==> config.mk <==
export PLATFORM = sky130hd
export DESIGN_NAME = particle_sensor_frame_parser_flat
export DESIGN_NICKNAME = d
export VERILOG_FILES = /design/src/rtl/core/psfp_pkg.sv /design/src/rtl/core/psfp_if.sv /design/src/rtl/core/particle_sensor_frame_parser.sv /design/src/rtl/core/psfp_cfg_regs.sv /design/src/rtl/core/psfp_ctrl.sv /design/src/rtl/core/psfp_dpath.sv /design/src/flat_wrapper.sv
export SDC_FILE = /design/constraint.sdc
export NUM_CORES = 1
export LEC_CHECK = 0
export BUFFER_PORTS_ARGS = -buffer_cell sky130_fd_sc_hd__clkbuf_2
export CAP_MARGIN = 30
export CELL_PAD_IN_SITES_DETAIL_PLACEMENT = 1
export CELL_PAD_IN_SITES_GLOBAL_PLACEMENT = 1
export CORE_MARGIN = 8
export CORE_UTILIZATION = 25
export CTS_CLUSTER_SIZE = 28
export DETAILED_ROUTE_END_ITERATION = 12
export PLACE_DENSITY_LB_ADDON = 0.25
export SLEW_MARGIN = 0
export SYNTH_ARGS = -nofsm -noshare
export SYNTH_HDL_FRONTEND = slang
export SYNTH_SLANG_ARGS = --single-unit
==> constraint.sdc <==
create_clock -name clk -period 7.4 [get_ports clk]
set_input_delay 1.48 -clock clk [delete_from_list [all_inputs] [get_ports clk]]
set_output_delay 1.48 -clock clk [all_outputs]
set_load 0.02 [all_outputs]
==> src/rtl/core/psfp_pkg.sv <==
// ----------------------------------------------------------------------------
// psfp_pkg
// Shared constants, types and command/status bundles of the frame parser.
// ----------------------------------------------------------------------------
package psfp_pkg;

  localparam int unsigned FRAME_BYTES = 32;
  localparam int unsigned SUM_BYTES   = 30;
  localparam int unsigned MEAS_WORDS  = 12;
  // first measurement word sits at frame byte 4, i.e. bank row 2
  localparam int unsigned MEAS_ROW0   = 2;

  localparam int unsigned CNT_W  = $clog2(FRAME_BYTES);
  localparam int unsigned ROW_W  = CNT_W - 1;
  localparam int unsigned WIDX_W = 4;
  localparam int unsigned CFG_AW = 3;
  localparam int unsigned CFG_DW = 32;

  localparam logic [7:0]        START_RESET  = 8'h42;
  localparam logic [CNT_W-1:0]  CNT_LAST     = CNT_W'(FRAME_BYTES - 1);
  localparam logic [CNT_W-1:0]  CNT_SUM_END  = CNT_W'(SUM_BYTES);
  localparam logic [WIDX_W-1:0] WIDX_LAST    = WIDX_W'(MEAS_WORDS - 1);
  localparam logic [ROW_W-1:0]  ROW_FIRST    = ROW_W'(MEAS_ROW0);

  // register map (word index into the byte address space)
  localparam logic [0:0] REG_START_BYTE = 1'b0;

  typedef enum logic [1:0] {
    ST_HUNT,
    ST_COLLECT,
    ST_EMIT,
    ST_ERR
  } state_t;

  typedef struct packed {
    logic start;      // start byte accepted, open a frame
    logic collect;    // frame byte accepted
    logic word_clr;   // rewind measurement word counter
    logic rd_issue;   // read next measurement word
    logic err_issue;  // push checksum error result
  } ctl_cmd_t;

  typedef struct packed {
    logic is_start;   // incoming byte equals start byte
    logic cnt_last;   // next frame byte is the final one
    logic sum_match;  // checksum word matches running sum
    logic rd_free;    // read stage can take a request this cycle
    logic word_last;  // word counter at final measurement
  } ctl_sts_t;

endpackage

==> src/rtl/core/psfp_if.sv <==
// ----------------------------------------------------------------------------
// psfp_if
// Valid/ready channel interfaces for received bytes and parsed results.
// ----------------------------------------------------------------------------
interface psfp_in_if;
  logic       valid;
  logic       ready;
  logic [7:0] rx_byte;

  modport source (output valid, output rx_byte, input ready);
  modport sink   (input valid, input rx_byte, output ready);
endinterface

interface psfp_out_if;
  logic        valid;
  logic        ready;
  logic [3:0]  word_index;
  logic [15:0] word_value;
  logic        frame_ok;
  logic        last;

  modport source (output valid, output word_index, output word_value,
                  output frame_ok, output last, input ready);
  modport sink   (input valid, input word_index, input word_value,
                  input frame_ok, input last, output ready);
endinterface

==> src/rtl/core/particle_sensor_frame_parser.sv <==
// ----------------------------------------------------------------------------
// particle_sensor_frame_parser
// Hunts for a start byte, collects a 32-byte sensor frame, checks the
// 16-bit sum and emits twelve measurement words or one error result.
// ----------------------------------------------------------------------------
//  channel   | dir | handshake              | payload
//  in_rx     | in  | valid/ready            | rx_byte[7:0]
//  out_res   | out | valid/ready            | word_index, word_value,
//            |     |                        | frame_ok, last
//  cfg_*     | in  | APB psel/penable       | start_byte at byte address 0
//
//  One request per cycle is taken while hunting or collecting.  After the
//  final frame byte the sequencer issues twelve frame-store row reads
//  (match) or one error result, one per cycle while the read stage is free,
//  and in_rx is not ready; results leave through a read stage and an output
//  register, so an output stall only holds back further reads.  Synchronous
//  active-low reset returns to hunting with the start byte at 0x42.
// ----------------------------------------------------------------------------
module particle_sensor_frame_parser (
  input  logic                          clk,
  input  logic                          rst_n,
  psfp_in_if.sink                       in_rx,
  psfp_out_if.source                    out_res,
  input  logic                          cfg_psel,
  input  logic                          cfg_penable,
  input  logic                          cfg_pwrite,
  input  logic [psfp_pkg::CFG_AW-1:0]   cfg_paddr,
  input  logic [psfp_pkg::CFG_DW-1:0]   cfg_pwdata,
  output logic [psfp_pkg::CFG_DW-1:0]   cfg_prdata,
  output logic                          cfg_pready
);
  import psfp_pkg::*;

  ctl_cmd_t   cmd;
  ctl_sts_t   sts;
  logic [7:0] start_byte;

  // register file: start byte only
  psfp_cfg_regs u_regs (
    .clk        (clk),
    .rst_n      (rst_n),
    .psel       (cfg_psel),
    .penable    (cfg_penable),
    .pwrite     (cfg_pwrite),
    .paddr      (cfg_paddr),
    .pwdata     (cfg_pwdata),
    .prdata     (cfg_prdata),
    .pready     (cfg_pready),
    .start_byte (start_byte)
  );

  // sequencer owns in_rx ready and all datapath strobes
  psfp_ctrl u_ctrl (
    .clk      (clk),
    .rst_n    (rst_n),
    .in_valid (in_rx.valid),
    .in_ready (in_rx.ready),
    .sts      (sts),
    .cmd      (cmd)
  );

  // frame store, checksum and result registers
  psfp_dpath u_dpath (
    .clk            (clk),
    .rst_n          (rst_n),
    .rx_byte        (in_rx.rx_byte),
    .start_byte     (start_byte),
    .cmd            (cmd),
    .sts            (sts),
    .out_valid      (out_res.valid),
    .out_ready      (out_res.ready),
    .out_word_index (out_res.word_index),
    .out_word_value (out_res.word_value),
    .out_frame_ok   (out_res.frame_ok),
    .out_last       (out_res.last)
  );

endmodule

==> src/rtl/core/psfp_cfg_regs.sv <==
// ----------------------------------------------------------------------------
// psfp_cfg_regs
// APB-style register file holding the start byte.
// ----------------------------------------------------------------------------
module psfp_cfg_regs (
  input  logic                          clk,
  input  logic                          rst_n,
  input  logic                          psel,
  input  logic                          penable,
  input  logic                          pwrite,
  input  logic [psfp_pkg::CFG_AW-1:0]   paddr,
  input  logic [psfp_pkg::CFG_DW-1:0]   pwdata,
  output logic [psfp_pkg::CFG_DW-1:0]   prdata,
  output logic                          pready,
  output logic [7:0]                    start_byte
);
  import psfp_pkg::*;

  logic [7:0] start_r;
  logic       hit_start;

  assign pready    = 1'b1;
  assign hit_start = (paddr[CFG_AW-1 -: 1] == REG_START_BYTE);

  always_ff @(posedge clk) begin
    if (!rst_n) begin
      start_r <= START_RESET;
    end else if (psel && penable && pwrite && hit_start) begin
      start_r <= pwdata[7:0];
    end
  end

  always_comb begin
    prdata = '0;
    if (hit_start) begin
      prdata = {{(CFG_DW-8){1'b0}}, start_r};
    end
  end

  assign start_byte = start_r;

endmodule

==> src/rtl/core/psfp_ctrl.sv <==
// ----------------------------------------------------------------------------
// psfp_ctrl
// Frame sequencer: hunt, collect, then emit words or an error.
// ----------------------------------------------------------------------------
module psfp_ctrl (
  input  logic                clk,
  input  logic                rst_n,
  input  logic                in_valid,
  output logic                in_ready,
  input  psfp_pkg::ctl_sts_t  sts,
  output psfp_pkg::ctl_cmd_t  cmd
);
  import psfp_pkg::*;

  state_t state_r;
  state_t state_nxt;
  logic   acc;

  assign acc = in_valid && in_ready;

  always_ff @(posedge clk) begin
    if (!rst_n) begin
      state_r <= ST_HUNT;
    end else begin
      state_r <= state_nxt;
    end
  end

  always_comb begin
    state_nxt = state_r;
    case (state_r)
      ST_HUNT: begin
        if (acc && sts.is_start) state_nxt = ST_COLLECT;
      end
      ST_COLLECT: begin
        if (acc && sts.cnt_last) state_nxt = sts.sum_match ? ST_EMIT : ST_ERR;
      end
      ST_EMIT: begin
        if (sts.rd_free && sts.word_last) state_nxt = ST_HUNT;
      end
      ST_ERR: begin
        if (sts.rd_free) state_nxt = ST_HUNT;
      end
      default: state_nxt = ST_HUNT;
    endcase
  end

  always_comb begin
    in_ready = 1'b0;
    cmd      = '0;
    case (state_r)
      ST_HUNT: begin
        in_ready  = 1'b1;
        cmd.start = acc && sts.is_start;
      end
      ST_COLLECT: begin
        in_ready     = 1'b1;
        cmd.collect  = acc;
        cmd.word_clr = acc && sts.cnt_last;
      end
      ST_EMIT: begin
        cmd.rd_issue = sts.rd_free;
      end
      ST_ERR: begin
        cmd.err_issue = sts.rd_free;
      end
      default: begin
        in_ready = 1'b0;
      end
    endcase
  end

endmodule

==> src/rtl/core/psfp_dpath.sv <==
// ----------------------------------------------------------------------------
// psfp_dpath
// Frame store, byte counter, checksum and the two-stage result path.
// ----------------------------------------------------------------------------
module psfp_dpath (
  input  logic                clk,
  input  logic                rst_n,
  input  logic [7:0]          rx_byte,
  input  logic [7:0]          start_byte,
  input  psfp_pkg::ctl_cmd_t  cmd,
  output psfp_pkg::ctl_sts_t  sts,
  output logic                out_valid,
  input  logic                out_ready,
  output logic [3:0]          out_word_index,
  output logic [15:0]         out_word_value,
  output logic                out_frame_ok,
  output logic                out_last
);
  import psfp_pkg::*;

  localparam int unsigned ROWS = FRAME_BYTES / 2;

  // frame store split into even and odd byte banks, one row per word
  logic [7:0] even_mem [ROWS];
  logic [7:0] odd_mem  [ROWS];

  logic [CNT_W-1:0]  cnt_r, cnt_nxt;
  logic [15:0]       sum_r, sum_nxt;
  logic [7:0]        prev_r;
  logic [WIDX_W-1:0] word_r, word_nxt;

  logic [CNT_W-1:0]  wr_pos;
  logic              wr_en;
  logic [ROW_W-1:0]  rd_row;

  // read stage
  logic              rd_valid_r;
  logic [7:0]        rd_even_r, rd_odd_r;
  logic [WIDX_W-1:0] rd_idx_r;
  logic              rd_ok_r, rd_last_r;

  // output register
  logic              out_valid_r;
  logic [WIDX_W-1:0] out_idx_r;
  logic [15:0]       out_val_r;
  logic              out_ok_r, out_last_r;
  logic              out_load;

  assign wr_en  = cmd.start || cmd.collect;
  assign wr_pos = cmd.start ? '0 : cnt_r;
  assign rd_row = word_r + ROW_FIRST;

  always_comb begin
    cnt_nxt  = cnt_r;
    sum_nxt  = sum_r;
    word_nxt = word_r;
    if (cmd.start) begin
      cnt_nxt = CNT_W'(1);
      sum_nxt = {8'h00, rx_byte};
    end else if (cmd.collect) begin
      cnt_nxt = cnt_r + CNT_W'(1);
      if (cnt_r < CNT_SUM_END) sum_nxt = sum_r + {8'h00, rx_byte};
    end
    if (cmd.word_clr) begin
      word_nxt = '0;
    end else if (cmd.rd_issue) begin
      word_nxt = word_r + WIDX_W'(1);
    end
  end

  always_ff @(posedge clk) begin
    if (!rst_n) begin
      cnt_r  <= '0;
      sum_r  <= '0;
      word_r <= '0;
    end else begin
      cnt_r  <= cnt_nxt;
      sum_r  <= sum_nxt;
      word_r <= word_nxt;
    end
  end

  always_ff @(posedge clk) begin
    if (wr_en) prev_r <= rx_byte;
  end

  always_ff @(posedge clk) begin
    if (wr_en && !wr_pos[0]) even_mem[wr_pos[CNT_W-1:1]] <= rx_byte;
    if (wr_en &&  wr_pos[0]) odd_mem[wr_pos[CNT_W-1:1]]  <= rx_byte;
    if (cmd.rd_issue) begin
      rd_even_r <= even_mem[rd_row];
      rd_odd_r  <= odd_mem[rd_row];
    end
  end

  assign out_load = !out_valid_r || out_ready;

  always_ff @(posedge clk) begin
    if (!rst_n) begin
      rd_valid_r  <= 1'b0;
      out_valid_r <= 1'b0;
    end else begin
      if (cmd.rd_issue || cmd.err_issue) begin
        rd_valid_r <= 1'b1;
      end else if (out_load) begin
        rd_valid_r <= 1'b0;
      end
      if (out_load) out_valid_r <= rd_valid_r;
    end
  end

  always_ff @(posedge clk) begin
    if (cmd.rd_issue) begin
      rd_idx_r  <= word_r;
      rd_ok_r   <= 1'b1;
      rd_last_r <= (word_r == WIDX_LAST);
    end else if (cmd.err_issue) begin
      rd_idx_r  <= '0;
      rd_ok_r   <= 1'b0;
      rd_last_r <= 1'b1;
    end
    if (out_load && rd_valid_r) begin
      out_idx_r  <= rd_idx_r;
      out_val_r  <= rd_ok_r ? {rd_even_r, rd_odd_r} : 16'h0000;
      out_ok_r   <= rd_ok_r;
      out_last_r <= rd_last_r;
    end
  end

  assign sts.is_start  = (rx_byte == start_byte);
  assign sts.cnt_last  = (cnt_r == CNT_LAST);
  assign sts.sum_match = ({prev_r, rx_byte} == sum_r);
  assign sts.rd_free   = !rd_valid_r || out_load;
  assign sts.word_last = (word_r == WIDX_LAST);

  assign out_valid      = out_valid_r;
  assign out_word_index = out_idx_r;
  assign out_word_value = out_val_r;
  assign out_frame_ok   = out_ok_r;
  assign out_last       = out_last_r;

endmodule

==> src/flat_wrapper.sv <==
// flat-port wrapper written by rule: the top's interface ports become plain ports
module particle_sensor_frame_parser_flat import psfp_pkg::*;
  (clk, rst_n, cfg_psel, cfg_penable, cfg_pwrite, cfg_paddr, cfg_pwdata, cfg_prdata, cfg_pready, in_rx_valid, in_rx_rx_byte, in_rx_ready, out_res_valid, out_res_word_index, out_res_word_value, out_res_frame_ok, out_res_last, out_res_ready);
  psfp_in_if in_rx_i ();
  psfp_out_if out_res_i ();
  input  logic clk;
  input  logic rst_n;
  input  logic cfg_psel;
  input  logic cfg_penable;
  input  logic cfg_pwrite;
  input  logic [psfp_pkg::CFG_AW-1:0] cfg_paddr;
  input  logic [psfp_pkg::CFG_DW-1:0] cfg_pwdata;
  output logic [psfp_pkg::CFG_DW-1:0] cfg_prdata;
  output logic cfg_pready;
  input wire logic [$bits(in_rx_i.valid)-1:0] in_rx_valid;
  input wire logic [$bits(in_rx_i.rx_byte)-1:0] in_rx_rx_byte;
  output wire logic [$bits(in_rx_i.ready)-1:0] in_rx_ready;
  output wire logic [$bits(out_res_i.valid)-1:0] out_res_valid;
  output wire logic [$bits(out_res_i.word_index)-1:0] out_res_word_index;
  output wire logic [$bits(out_res_i.word_value)-1:0] out_res_word_value;
  output wire logic [$bits(out_res_i.frame_ok)-1:0] out_res_frame_ok;
  output wire logic [$bits(out_res_i.last)-1:0] out_res_last;
  input wire logic [$bits(out_res_i.ready)-1:0] out_res_ready;
  assign in_rx_i.valid = in_rx_valid;
  assign in_rx_i.rx_byte = in_rx_rx_byte;
  assign in_rx_ready = in_rx_i.ready;
  assign out_res_valid = out_res_i.valid;
  assign out_res_word_index = out_res_i.word_index;
  assign out_res_word_value = out_res_i.word_value;
  assign out_res_frame_ok = out_res_i.frame_ok;
  assign out_res_last = out_res_i.last;
  assign out_res_i.ready = out_res_ready;
  particle_sensor_frame_parser u_core (.clk(clk), .rst_n(rst_n), .in_rx(in_rx_i), .out_res(out_res_i), .cfg_psel(cfg_psel), .cfg_penable(cfg_penable), .cfg_pwrite(cfg_pwrite), .cfg_paddr(cfg_paddr), .cfg_pwdata(cfg_pwdata), .cfg_prdata(cfg_prdata), .cfg_pready(cfg_pready));
endmodule
# Yosys cells after proc, flatten, opt, wreduce, memory -nomap -nowiden
# Memories as Yosys holds them, arrays and structs flattened. A register that Yosys moved wholly into a read port is not among the register bits.
# Index checks and enable logic that the tools add are counted.
# word_totals
ff_bits	73
ramBits	256
wordCells	93
n_memories	2
# memory_table
memory	words	width	rd	rd_ports_with_merged_regs	wr	line_no	text
u_core.u_dpath.even_mem	16	8	1	1	1	psfp_dpath.sv:24	logic [7:0] even_mem [ROWS];
u_core.u_dpath.odd_mem	16	8	1	1	1	psfp_dpath.sv:25	logic [7:0] odd_mem [ROWS];
# op_classes
n_addsub	4
magnitude_cmp	1
eq_ne	11
mux	28
n_bitwise	2
n_reduce_logical	28
# op_table
cell	count
8-bit 2-to-1 mux	4
16-bit by 8-bit adder with 16-bit output	1
16-bit equality test	1
1-bit 2-to-1 mux	15
1-bit logical AND	10
2-bit 2-to-1 mux	5
8-bit equality test	1
4-bit 2-to-1 mux	2
2-bit inequality test, second input constant	4
2-bit one-hot mux with 4 select lines	1
2-bit nonzero test	4
2-bit OR reduction	3
5-bit by 1-bit adder with 5-bit output, second input constant	1
5-bit equality test, second input constant	1
5-bit < comparator, second input constant	1
5-bit 2-to-1 mux	1
4-bit by 1-bit adder with 4-bit output, second input constant	1
4-bit by 2-bit adder with 4-bit output, second input constant	1
2-bit equality test, second input constant	2
4-bit equality test, second input constant	1
1-bit logical OR	4
2-bit AND reduction	2
4-bit AND reduction	1
1-bit logical NOT	3
other kinds (3)	4

# Depth between registers and ports, before layout
# Gate-level depths: netlist (run 1).
# depth
ltp_word	11
ltp_mapped	7
mapped_depth_nobuf	7

# Cells and area by module
# Synthesis (run 1) repeated with hierarchy kept, for this count alone.
# hier_totals
cells_unflattened	832
hier_area_um2	14146.1
# modules_own_cells
module	n_inst	cells_per_inst	area_per_inst_um2	seq_area_each_um2
psfp_dpath	1	743	13415.4	9779.4
psfp_cfg_regs	1	70	600.6	160.2
psfp_ctrl	1	19	130.1	40.0

# Worst setup path before layout (run 1)
# No wires, ideal clock.
# synth_timing
path_type	input to register
from	input port out_res_ready
to	register u_core.u_dpath.out_ok_r, in the netlist u_core.u_dpath.out_frame_ok (enable)
setup_time_ps	435
t_arrival_ps	3172
path_slack_ps	3793
stages	2
n_path_buf	0
path_cell_list	inv_1 a21boi_0
# synth_between
elab_chain_cells	2
# synth_lines
element	line_no	text
start, declared	flat_wrapper.sv:23	input wire logic [$bits(out_res_i.ready)-1:0] out_res_ready;
1-bit logical OR	psfp_dpath.sv:96	assign out_load = !out_valid_r || out_ready;
1-bit logical AND	psfp_dpath.sv:122	if (out_load && rd_valid_r) begin
end signal, assigned	psfp_dpath.sv:125	out_ok_r <= rd_ok_r;
end, declared	psfp_dpath.sv:46	logic out_ok_r, out_last_r;
# No other way between the ends.
# A chain may end at the register's enable or synchronous reset.

# Worst setup path after layout (run 1)
# layout_timing
from	input port in_rx_rx_byte[4]
to	memory u_core.u_dpath.odd_mem[2][2] (enable)
# layout_between
elab_chain_cells	7
elab_cells_between_ends	8
classes_between	eq/ne: 1; mux: 4; reduce/logical: 3
# layout_lines
element	line_no	text
start, declared	flat_wrapper.sv:16	input wire logic [$bits(in_rx_i.rx_byte)-1:0] in_rx_rx_byte;
8-bit equality test (*)	psfp_dpath.sv:130	assign sts.is_start = (rx_byte == start_byte);
1-bit logical AND (*)	psfp_ctrl.sv:54	cmd.start = acc && sts.is_start;
1-bit 2-to-1 mux (*)	psfp_ctrl.sv:51	case (state_r)
5-bit 2-to-1 mux / 1-bit logical OR (equally long branches)	psfp_dpath.sv:50, psfp_dpath.sv:49	
1-bit logical AND	psfp_dpath.sv:89	if (wr_en && wr_pos[0]) odd_mem[wr_pos[CNT_W-1:1]] <= rx_byte;
1-bit 2-to-1 mux	psfp_dpath.sv:89	
1-bit 2-to-1 mux (not written as such)	psfp_dpath.sv:89	
end, declared	psfp_dpath.sv:25	
# Mark *: on every way between the ends. The rest lies on a longest branch, timed or not.

==> results of run 1 <==
## metrics by stage
| step | hold slack (ns) | area [um2] | instances | worst slack, ns | power (uW) |
|---|---|---|---|---|---|
| floorplan | 0.400 | 14100 | 796 | 3.79 | 2200 |
| detailed placement | 0.409 | 15200 | 1574 | 2.99 | 2230 |
| global placement | 0.411 | 15100 | 1565 | 2.95 | 2230 |
| finish | 0.419 | 16600 | 1652 | 3.71 | 4260 |
| global route | 0.440 | 16600 | 1652 | 3.38 | 4400 |
| CTS | 0.424 | 16600 | 1649 | 3.57 | 4330 |
## cell type report
type,count,area [um2],area share
Clock buffer,49,1100,0.0662
Clock inverter,26,283,0.0170
Inverter,5,18.8,0.00113
Multi-Input combinational cell,392,3770,0.227
Sequential cell,345,9980,0.602
Tap cell,756,946,0.0570
Timing Repair Buffer,79,492,0.0296
## registers in the layout, summed over array words and instances (netlist names)
| register | count |
|---|---|
| u_core.u_dpath.sum_r | 16 |
| u_core.u_dpath.word_r | 4 |
| u_core.u_dpath.out_valid | 1 |
| u_core.u_regs.start_byte | 8 |
| u_core.u_dpath.even_mem | 128 |
| u_core.u_dpath.prev_r | 8 |
| u_core.u_dpath.out_last | 1 |
| u_core.u_dpath.rd_odd_r | 8 |
| u_core.u_dpath.rd_ok_r | 1 |
| u_core.u_dpath.out_frame_ok | 1 |
| u_core.u_dpath.rd_idx_r | 4 |
| u_core.u_dpath.out_word_value | 16 |
| u_core.u_ctrl.state_r | 2 |
| u_core.u_dpath.odd_mem | 128 |
| u_core.u_dpath.cnt_r | 5 |
| u_core.u_dpath.rd_last_r | 1 |
| u_core.u_dpath.rd_even_r | 8 |
| u_core.u_dpath.rd_valid_r | 1 |
| u_core.u_dpath.out_word_index | 4 |
## layer usage
metal  GRT usage  vias up
li1            -     3212
met1       0.143     3690
met2       0.171      113
met3      0.0237       48
met4      0.0248        0
met5           0        -
## cell usage after synthesis (all sizes together) (4+ instances only)
cell type / n
xnor2: 9
o21ai: 7
dfxtp: 38
inv: 5
o31ai: 4
ha: 12
a21o: 5
or3: 10
nand3: 10
nand4: 6
or4: 4
nand2: 43
nand2b: 8
nor3: 10
and2: 21
o21a: 6
mux4: 80
a21oi: 24
edfxtp: 307
buf: 41
clkbuf: 10
o221a: 5
nor2b: 11
xor2: 19
nor2: 46
## worst max-delay path by stage
stage                     slack, ns                             to             start  cells after the start
final                          3.71   u_core.u_dpath.odd_mem[2][2]  in_rx_rx_byte[4]                      7
after global routing           3.38   u_core.u_dpath.odd_mem[3][2]  in_rx_rx_byte[4]                      7
after CTS                      3.57   u_core.u_dpath.odd_mem[3][5]  in_rx_rx_byte[3]                      7
after detailed placement       2.99   u_core.u_dpath.odd_mem[3][0]  in_rx_rx_byte[3]                      7
after global placement         2.95  u_core.u_dpath.even_mem[2][3]  in_rx_rx_byte[3]                      7
after floorplan                3.79    u_core.u_dpath.out_frame_ok     out_res_ready                      2
## report_power, final
group          switching, uW  total [uW]  leakage [uW]  internal (uW)
logic                   59.7        76.5       0.00162           16.7
clock network            800        2070      0.000675           1270
registers               1.32        2120       0.00305           2110
## logic make-up (layout without fill, tap and decap cells)
family,count (synthesis),count (layout),synth area share
mux,82,82,0.133
other cells,2,25,0.000535
buf+inv,59,159,0.0283
simple gates,182,182,0.0667
flops,345,345,0.711
xor+xnor,28,28,0.0180
compound gates,62,62,0.0302
fa+ha+maj,13,13,0.0121
==> impl_results.md, run 1 <==
* Die Wd at 253 um
* Largest net degree at the start of global routing at slightly below 50
* CP top delay family: simple AND/OR/NAND/NOR gates
* Hold Startpoint: u_core.u_dpath.rd_idx_r[2]
* Most frequent cells in the layout: 307 x edfxtp_1, 66 x mux4_2, 55 x clkbuf_2
* Worst-Margin Slew at approximately 1.0 ns
* Final net count at around 900
* Core ar. at roughly 56000 um2
* CTS buffer count at slightly above 40
* Die area at ~64000 um2
* Netlist cell types at 55
* Met1 Wirelength at 15.6 mm
* Number of flops mapped to enable cells by yosys at ~310
* Worst hold path depth at 0
* Setup-failing EPs final at 0
* Commonest non-fill, non-tap cell in the layout: edfxtp_1
* Total GRT Usage at 0.106
* Fin crit share at 0.498
* I/O pin count at around 110
* Number of hold buffers added after cts at 0
* Pre-Repair DR Iteration Count at 4
* CTS root buffer: clkbuf_16
* Synth-to-Final Area Change at 18.1%
* Worst Path Arrival at between 3 and 4 ns
* Seq cells post-synth at approximately 350
* CTS tree: yes
* Row Count at 87
* Syn Inst Count at a little under 800
* Leakage at around 0.0053 uW
* Worst R2R Start: u_core.u_dpath.word_r[0]
* CP max stage delay at between 0.7 and 0.8 ns
* Mean routed wirelength per cell at between 20 and 25 um
* Worst min path class: reg -> reg
* Initial core utilization at 0.251
* Via density at 4.28
* Critical path class: in -> reg
* RSZ-0062 raised after global routing: no
* Cell type with the largest total area after synthesis: edfxtp_1
* Rel. slew slack at 0.327
* Number of gates resized after cts at 0
* Detailed Route WL at approximately 33 mm
* Fin. Hold Viols at 0
* Initial antenna violation count at 0
* Register-to-register setup slack at 4.35 ns
* Vias at between 7000 and 8000
* Diodes inserted at 0
* Warnings from Yosys at 0
* TritonCTS Sinks at approximately 350
* Met3 routed WL at between 1 and 1.5 mm
* DP Wirelength at ~21 mm
* Reg2reg end: u_core.u_dpath.rd_even_r[0]
* Post-CTS Repair Setup Buffers at 0
* CTS max path bufs at 3
* CP Capture Type: flip-flop
* Remaining DRCs at 0
* Number of global-route vias before repair at between 7000 and 8000
* Routed Antenna Nets at 0
* Post-layout min period at around 3.7 ns
* Top cells by area, synth: edfxtp_1 66%, mux4_2 11%, dfxtp_1 5.4%, mux4_1 2.6%, buf_4 1.4%
* Fin. max-slew vios at 0
* Initial DRC Count at ~420
* Seq/Total Area, Yosys at 0.711
* Worst Hold End: u_core.u_dpath.out_word_index[2]
* Ys async rst share at 0
* Primary FF master, synth: edfxtp_1
* Startpoint types: input port
* Routed wl met2 at between 15 and 20 mm
* Layout cells sized above 1 at 0.248
* CP cell instances: clkbuf_2, xor2_1, nor4_1, nand3_1, buf_4, o21a_1, nor2_1
* Sum Neg Setup Slack at 0 ns
* Crit path buf inv count at 2
* Fmax achieved at 271 MHz
* Die Ht at ~250 um
* Post-Route Utilization at 0.297
* Outcome: finished clean
* H-tree level count at 2
* Clock latency on the worst-skew pair at around 0.55 ns
* Reg clk slew, reported paths at 0.06 ns
* Layout fillers at around 6000
* Gr ovfl total at 0
* Top sig layer: met4
* Synthesized area at roughly 14000 um2
* First-pass GRT wire length at between 50 and 60 mm
* Cells on worst reg2reg path at 3
* Worst Path Required at about 7.6 ns
* CP Max Fanout at 36
* RD Place Congestion at around 0.71
* Port-buffer cells at 55
* Clock skew at around 0.014 ns
* Max-cap violations at 0
* Syn Area/Cell at about 18 um2
* P per Cell Area at 257 nW/um2
* Area share of the largest cell type after synthesis at 0.656
* Max rail drop VDD at ~0.00013 V
* Critical path's slowest cell: nor2_1
Power figures use the tool's default switching activity.
==> run 2, diff against run 1 <==
ABC_AREA = 1   (was default)
clock period = 3.9 ns   (was 7.4 ns; I/O delays follow)
==> run 2 against run 1 <==
Effect of this change:
- register-to-register slack got worse by 3.1 ns
- clock power rose by 82%
- routed wire length rose by 19%
- hold slack improved by 0.0030 ns
- combinational power rose by 110%
- synthesized area rose by 2.5%
- clock skew rose by 0.0014 ns
- critical path type is now reg -> reg
==> impl_results.md, run 2 <==
* Number of gates resized after cts at 0 (unchanged)
* Final non-filler cell total at 2131 (+29%)
* Number of hold buffers added after cts at 0 (unchanged)
* Initial core utilization at 0.251 (about the same)
* Remaining DRCs at 0 (unchanged)
* DP Wirelength at 25.0 mm (+16%)
* Count leader, synth: edfxtp_1
* Post-Route Utilization at 0.296 (about the same)
* Setup-failing EPs final at 0 (unchanged)
* Gr ovfl total at 0 (unchanged)
* First-pass GRT wire length at 61.0 mm (+20%)
* CTS tree: yes
* H-tree level count at 2 (unchanged)
* CTS buffer count at 39 (-4.9%)
* Top cells by area, synth: edfxtp_1 64%, nor2_1 5.5%, dfxtp_1 5.3%, o21ai_0 5.0%, nand2_1 3.9%
* Area share of the largest cell type after synthesis at 0.640 (-0.0163)
* CP Capture Type: flip-flop
* Warnings from Yosys at 0 (unchanged)
* Critical path class: reg -> reg
* I/O pin count at 107 (unchanged)
* P per Cell Area at 466 nW/um2 (+82%)
* TritonCTS Sinks at 345 (unchanged)
* Post-CTS Repair Setup Buffers at 0 (unchanged)
* Via density at 4.53 (+5.9%)
* Port-buffer cells at 55 (unchanged)
* Synth top cells by count: 307 x edfxtp_1, 211 x nor2_1, 151 x nand2_1
* Startpoint types: flip-flop
* Dpl cell area at 15700 um2 (+3.4%)
* Seq cells post-synth at 345 (unchanged)
* RD Place Congestion at 0.764 (+7.9%)
* Final net count at 1398 (+51%)
* Netlist cell types at 38 (-31%)
* Die Ht at 256 um (+1.2%)
* RSZ-0062 raised after global routing: no
* Fin. Hold Viols at 0 (unchanged)
* CP cell instances: ha_1, inv_1, buf_4, o221ai_1, nand3_1, nand2_1
* Initial DRC Count at 461 (+9.5%)
* CP Max Fanout at 29 (-19%)
* Clock skew at 0.0152 ns (+0.00142 ns)
* Outcome: finished clean
* Max-cap violations at 0 (unchanged)
* Reg clk slew, reported paths at 0.06 ns (about the same)
* Fmax achieved at between 300 and 400 MHz
* Syn Area/Cell at 11.5 um2 (-37%)
* Fin crit share at 0.671
* Design Area, Final at 17000 um2 (+2.5%)
* Seq/Total Area, Yosys at 0.693 (-0.0177)
* Ys async rst share at 0 (unchanged)
* Worst Path Arrival at 2.89 ns (-0.96 ns)
* Die Wd at 256 um (+1.2%)
* Largest net degree at the start of global routing at 91 (+86%)
* Pre-Repair DR Iteration Count at 4 (unchanged)
* Synth-to-Final Area Change at 18.1% (about the same)
* Number of global-route vias before repair at 10104 (+32%)
* Syn Inst Count at 1250 (+62%)
* Sum Neg Setup Slack at 0 ns (unchanged)
* Detailed Route WL at 39.7 mm (+19%)
* Rel. slew slack at 0.365 (+0.0378)
* Core ar. at 57400 um2 (+2.5%)
* Worst min path class: reg -> reg
* Commonest non-fill, non-tap cell in the layout: edfxtp_1
* CTS max path bufs at 3 (unchanged)
* Layout cells sized above 1 at 0.133 (-0.115)
* CTS root buffer: clkbuf_16
* Synthesized area at 14400 um2 (+2.5%)
* Critical path's slowest cell: dfxtp_2
* Row Count at 88 (+1.1%)
* Max rail drop VDD at 0.000252 V (+100%)
* CP max stage delay at 0.67 ns (-0.05 ns)
* Clock latency on the worst-skew pair at 0.54 ns (about the same)
* Worst Path Required at 4.17 ns (-3.40 ns)
* Initial antenna violation count at 0 (unchanged)
* Leakage at 0.00607 uW (+14%)
* Routed Antenna Nets at 0 (unchanged)
* Number of flops mapped to enable cells by yosys at 307 (unchanged)
* Worst-Margin Slew at 0.952 ns (-0.0541 ns)
* Most frequent cells in the layout: 307 x edfxtp_1, 210 x nor2_1, 151 x nand2_1
* Fin. max-slew vios at 0 (unchanged)
* Post-layout min period at about 2.6 ns
* Vias at 9647 (+37%)
* Total GRT Usage at 0.118 (+0.0126)
* Primary FF master, synth: edfxtp_1
* Cell type with the largest total area after synthesis: edfxtp_1
* Die area at 65500 um2 (+2.4%)
* Mean routed wirelength per cell at 18.6 um (-8.1%)
* Post-Place Cells at 2058 (+31%)
-- run 2: cell type report --
cell class	instances	area, um2
timing repair buffer	106	677
sequential	345	9980
fill	6372	40400
multi-input combinational	746	3720
clock buffer	52	1080
clock inverter	19	220
inverter	97	365
antenna	1	2.50
tap	765	957
-- run 2: per-stage QoR --
step           hold WS, ns  power (uW)  setup WS [ns]
6_report             0.422        7930           1.28
5_1_grt              0.429        8180           1.04
4_1_cts              0.424        8030           1.12
3_5_place_dp         0.410        4260          0.579
3_3_place_gp         0.403        4250          0.641
2_1_floorplan        0.400        4180           1.38
-- run 2: final timing paths --
| kind | start | to | slack [ns] | cells past startpoint |
|---|---|---|---|---|
| worst max-delay path | u_core.u_dpath.word_r[1] | u_core.u_dpath.rd_even_r[3] | 1.28 | 6 |
| worst min-delay path | u_core.u_dpath.rd_idx_r[2] | u_core.u_dpath.out_word_index[2] | 0.42 | 0 |
| worst max register to register | u_core.u_dpath.word_r[1] | u_core.u_dpath.rd_even_r[3] | 1.28 | 6 |
| worst min register to register | u_core.u_dpath.rd_idx_r[2] | u_core.u_dpath.out_word_index[2] | 0.42 | 0 |
-- run 2: logic make-up after synthesis --
logic type,after synthesis,share of synthesized area
xor gates and xnor gates,6,0.00365
buffers and inverters,182,0.0547
DFF,345,0.693
and+or+nand+nor,439,0.126
other,2,0.000521
AOI/OAI and AO/OA,263,0.111
adders and majority gates,13,0.0118
-- run 2: power breakdown --
| group | switching, uW | internal [uW] | leakage [uW] |
|---|---|---|---|
| Combinational | 127 | 33.7 | 0.00236 |
| Clock | 1480 | 2270 | 0.000636 |
| Sequential | 2.06 | 4010 | 0.00308 |
-- run 2: worst max-delay path: cells and delay by family (launching register included) --
family,cells,cell delay (ns)
adder cells (fa/ha/maj),1,0.57
buffers and inverters,2,0.54
AO/OA/AOI/OAI,1,0.20
AND/OR/NAND/NOR,2,0.35
flip-flops,1,0.67
-- run 2: per-layer routing --
metal / routed length (um) / GRT usage / part of all wire / up-vias
li1: - / - / - / 4565
met1: 19000 / 0.159 / 0.48 / 4877
met2: 18500 / 0.193 / 0.46 / 152
met3: 1410 / 0.0218 / 0.035 / 53
met4: 806 / 0.0332 / 0.020 / 0
met5: 0 / 0 / 0 / -
==> run 3, diff against run 2 <==
clock period = 2.33 ns   (was 3.9 ns; I/O delays follow)
==> run 3 against run 2 <==
Effect of this change:
- via count is 0.83% higher
- critical path depth is 1 lower
- die area stayed put
- fmax is 19% higher
- sequential power is 68% higher
- utilization is 0.68 points higher
- combinational power is 85% higher
- global-route usage is 0.27 points higher
- cell area is 2.3% higher
- cell count is 2.1% higher
- register-to-register slack worse by 1.2 ns
- clock skew is 0.0019 ns higher
- critical endpoint is now u_core.u_dpath.rd_odd_r[5]
==> impl_results.md, run 3 (same netlist as run 2, synthesis figures left out) <==
* Number of hold buffers added after cts at 0 (unchanged)
* Clock share of power at 0.448 (-0.026)
* Row Count at 88 (unchanged)
* CTS root buffer: clkbuf_16
* Fin worst setup slack at 0.130 ns (-1.15 ns)
* Total GRT Usage at 0.121 (+0.00267)
* CTS tree: yes
* Fin. max-slew vios at 0 (unchanged)
* Seq pwr share at 0.528 (+0.022)
* Worst min path class: in -> reg
* Via density at 4.47 (-1.3%)
* Internal at 10100 uW (+59%)
* Die Wd at 256 um (unchanged)
* Fin crit share at 0.944 (+0.273)
* Worst-Margin Slew at 0.769 ns (-0.183 ns)
* Sum Neg Setup Slack at 0 ns (unchanged)
* CTS max path bufs at 3 (unchanged)
* Rel. slew slack at 0.485 (+0.121)
* Post-layout min period at 2.20 ns (-0.418 ns)
* Leakage at 0.00627 uW (+3.3%)
* Remaining DRCs at 0 (unchanged)
* CP Capture Type: flip-flop
* Fmax achieved at 455 MHz (+19%)
* Number of global-route vias before repair at 10355 (+2.5%)
* CTS buffer count at 39 (unchanged)
* H-tree level count at 2 (unchanged)
* Pre-Repair DR Iteration Count at 5 (+1)
* Comb pwr share at 0.023 (+0.003)
* Mean routed wirelength per cell at 18.5 um (-0.95%)
* TritonCTS Sinks at 345 (unchanged)
* I/O pin count at 107 (unchanged)
* Layout fillers at 6316 (-0.88%)
* CP Max Fanout at 16 (-45%)
* Vias at 9727 (+0.83%)
* Gr ovfl total at 0 (unchanged)
* Clock skew at 0.0171 ns (+0.00188 ns)
* Total net switching power at 2650 uW (+65%)
* Max-cap violations at 0 (unchanged)
* Fin. Hold Viols at 0 (unchanged)
* DP Wirelength at 26.0 mm (+4.0%)
* Outcome: finished clean
* Synth-to-Final Area Change at 20.8%
* Routed Antenna Nets at 0 (unchanged)
* Worst Path Required at 2.61 ns (-1.56 ns)
* Startpoint types: flip-flop
* Final net count at 1447 (+3.5%)
* Diodes inserted at 0 (-1)
* Max rail drop VDD at 0.000391 V (+55%)
* RD Place Congestion at 0.767 (+0.43%)
* Die Ht at 256 um (unchanged)
* Detailed Route WL at 40.2 mm (+1.1%)
* First-pass GRT wire length at 62.3 mm (+2.0%)
* Worst Path Arrival at 2.48 ns (-0.41 ns)
* Setup-failing EPs final at 0 (unchanged)
* Commonest non-fill, non-tap cell in the layout: edfxtp_1
* Core ar. at 57400 um2 (unchanged)
* Total power at 12700 uW (+60%)
* Layout cells sized above 1 at 0.164 (+0.0311)
* Port-buffer cells at 55 (unchanged)
* Die area at 65500 um2 (unchanged)
* Reg clk slew, reported paths at 0.06 ns (about the same)
* Switch share at 0.209 (+0.00552)
* Clock latency on the worst-skew pair at 0.55 ns (about the same)
* Post-Route Utilization at 0.303 (+0.00676)
* Worst slack at placement at -0.181 ns (-0.760 ns)
* Largest net degree at the start of global routing at 66 (-27%)
* P per Cell Area at 732 nW/um2 (+57%)
* RSZ-0062 raised after global routing: yes
* Initial core utilization at 0.251 (unchanged)
* Critical path class: reg -> reg
* Most frequent cells in the layout: 307 x edfxtp_1, 204 x nor2_1, 151 x nand2_1
* Initial DRC Count at 535 (+16%)
* Initial antenna violation count at 0 (unchanged)
run 3: cell count changes in the layout (fill, tap and decap cells not counted), sizes merged:
cell,delta
clkinv,-2
bufinv,-4
diode,-1
inv,+2
buf,+50
run 3: final timing paths:
| path | end | depth (start not counted) | start | slack (ns) |
|---|---|---|---|---|
| min reg2reg | u_core.u_dpath.out_word_index[1] | 0 | u_core.u_dpath.rd_idx_r[1] | 0.42 |
| min | u_core.u_regs.start_byte[6] | 3 | cfg_pwdata[6] | 0.15 |
| max reg2reg | u_core.u_dpath.rd_odd_r[5] | 5 | u_core.u_dpath.word_r[1] | 0.13 |
| max | u_core.u_dpath.rd_odd_r[5] | 5 | u_core.u_dpath.word_r[1] | 0.13 |
run 3: routing by layer:
layer  up-vias  share of wire  GRT usage
met4         0          0.022     0.0311
met3        56          0.037     0.0250
met2       154           0.47      0.199
met5         -              0          0
li1       4664              -          -
met1      4853           0.47      0.161
run 3: through the flow:
| step | hold slack (ns) | instance area (um2) | instances |
|---|---|---|---|
| floorplan | 0.400 | 14500 | 1273 |
| global placement | 0.404 | 16100 | 2107 |
| CTS | 0.117 | 17300 | 2175 |
| global route | 0.138 | 17400 | 2176 |
| finish | 0.150 | 17400 | 2176 |
| detailed placement | 0.406 | 16100 | 2107 |
run 3: layout make-up:
cell class / instances / area, um2 / area share
flip-flops and latches: 345 / 9980 / 0.574
multi-input cells: 746 / 3750 / 0.216
clock inverters: 15 / 118 / 0.00676
inverters: 97 / 365 / 0.0210
repair buffers: 155 / 1170 / 0.0671
well taps: 765 / 957 / 0.0550
clock buffers: 53 / 1050 / 0.0604
run 3: worst max-delay path, cell delays in order, from the launching register on:
cell and delay (ns):
dfxtp_2 0.35, ha_1 0.24, xnor2_1 0.44, inv_1 0.48
o211ai_1 0.31, nand2_1 0.12
run 3: power groups by stage:
stage                     clock (uW)  combinational (uW)  sequential (uW)
after floorplan                    0                 148             6850
after global placement             0                 291             6850
after detailed placement           0                 299             6850
after CTS                       5910                 300             6720
after global routing            6120                 332             6720
final                           5710                 298             6720
run 3: repair_timing:
action | 4_1_cts | 5_1_grt
setup buffers | 0 | 1
resized for setup | 0 | 20
setup endpoints to repair | 0 | 144
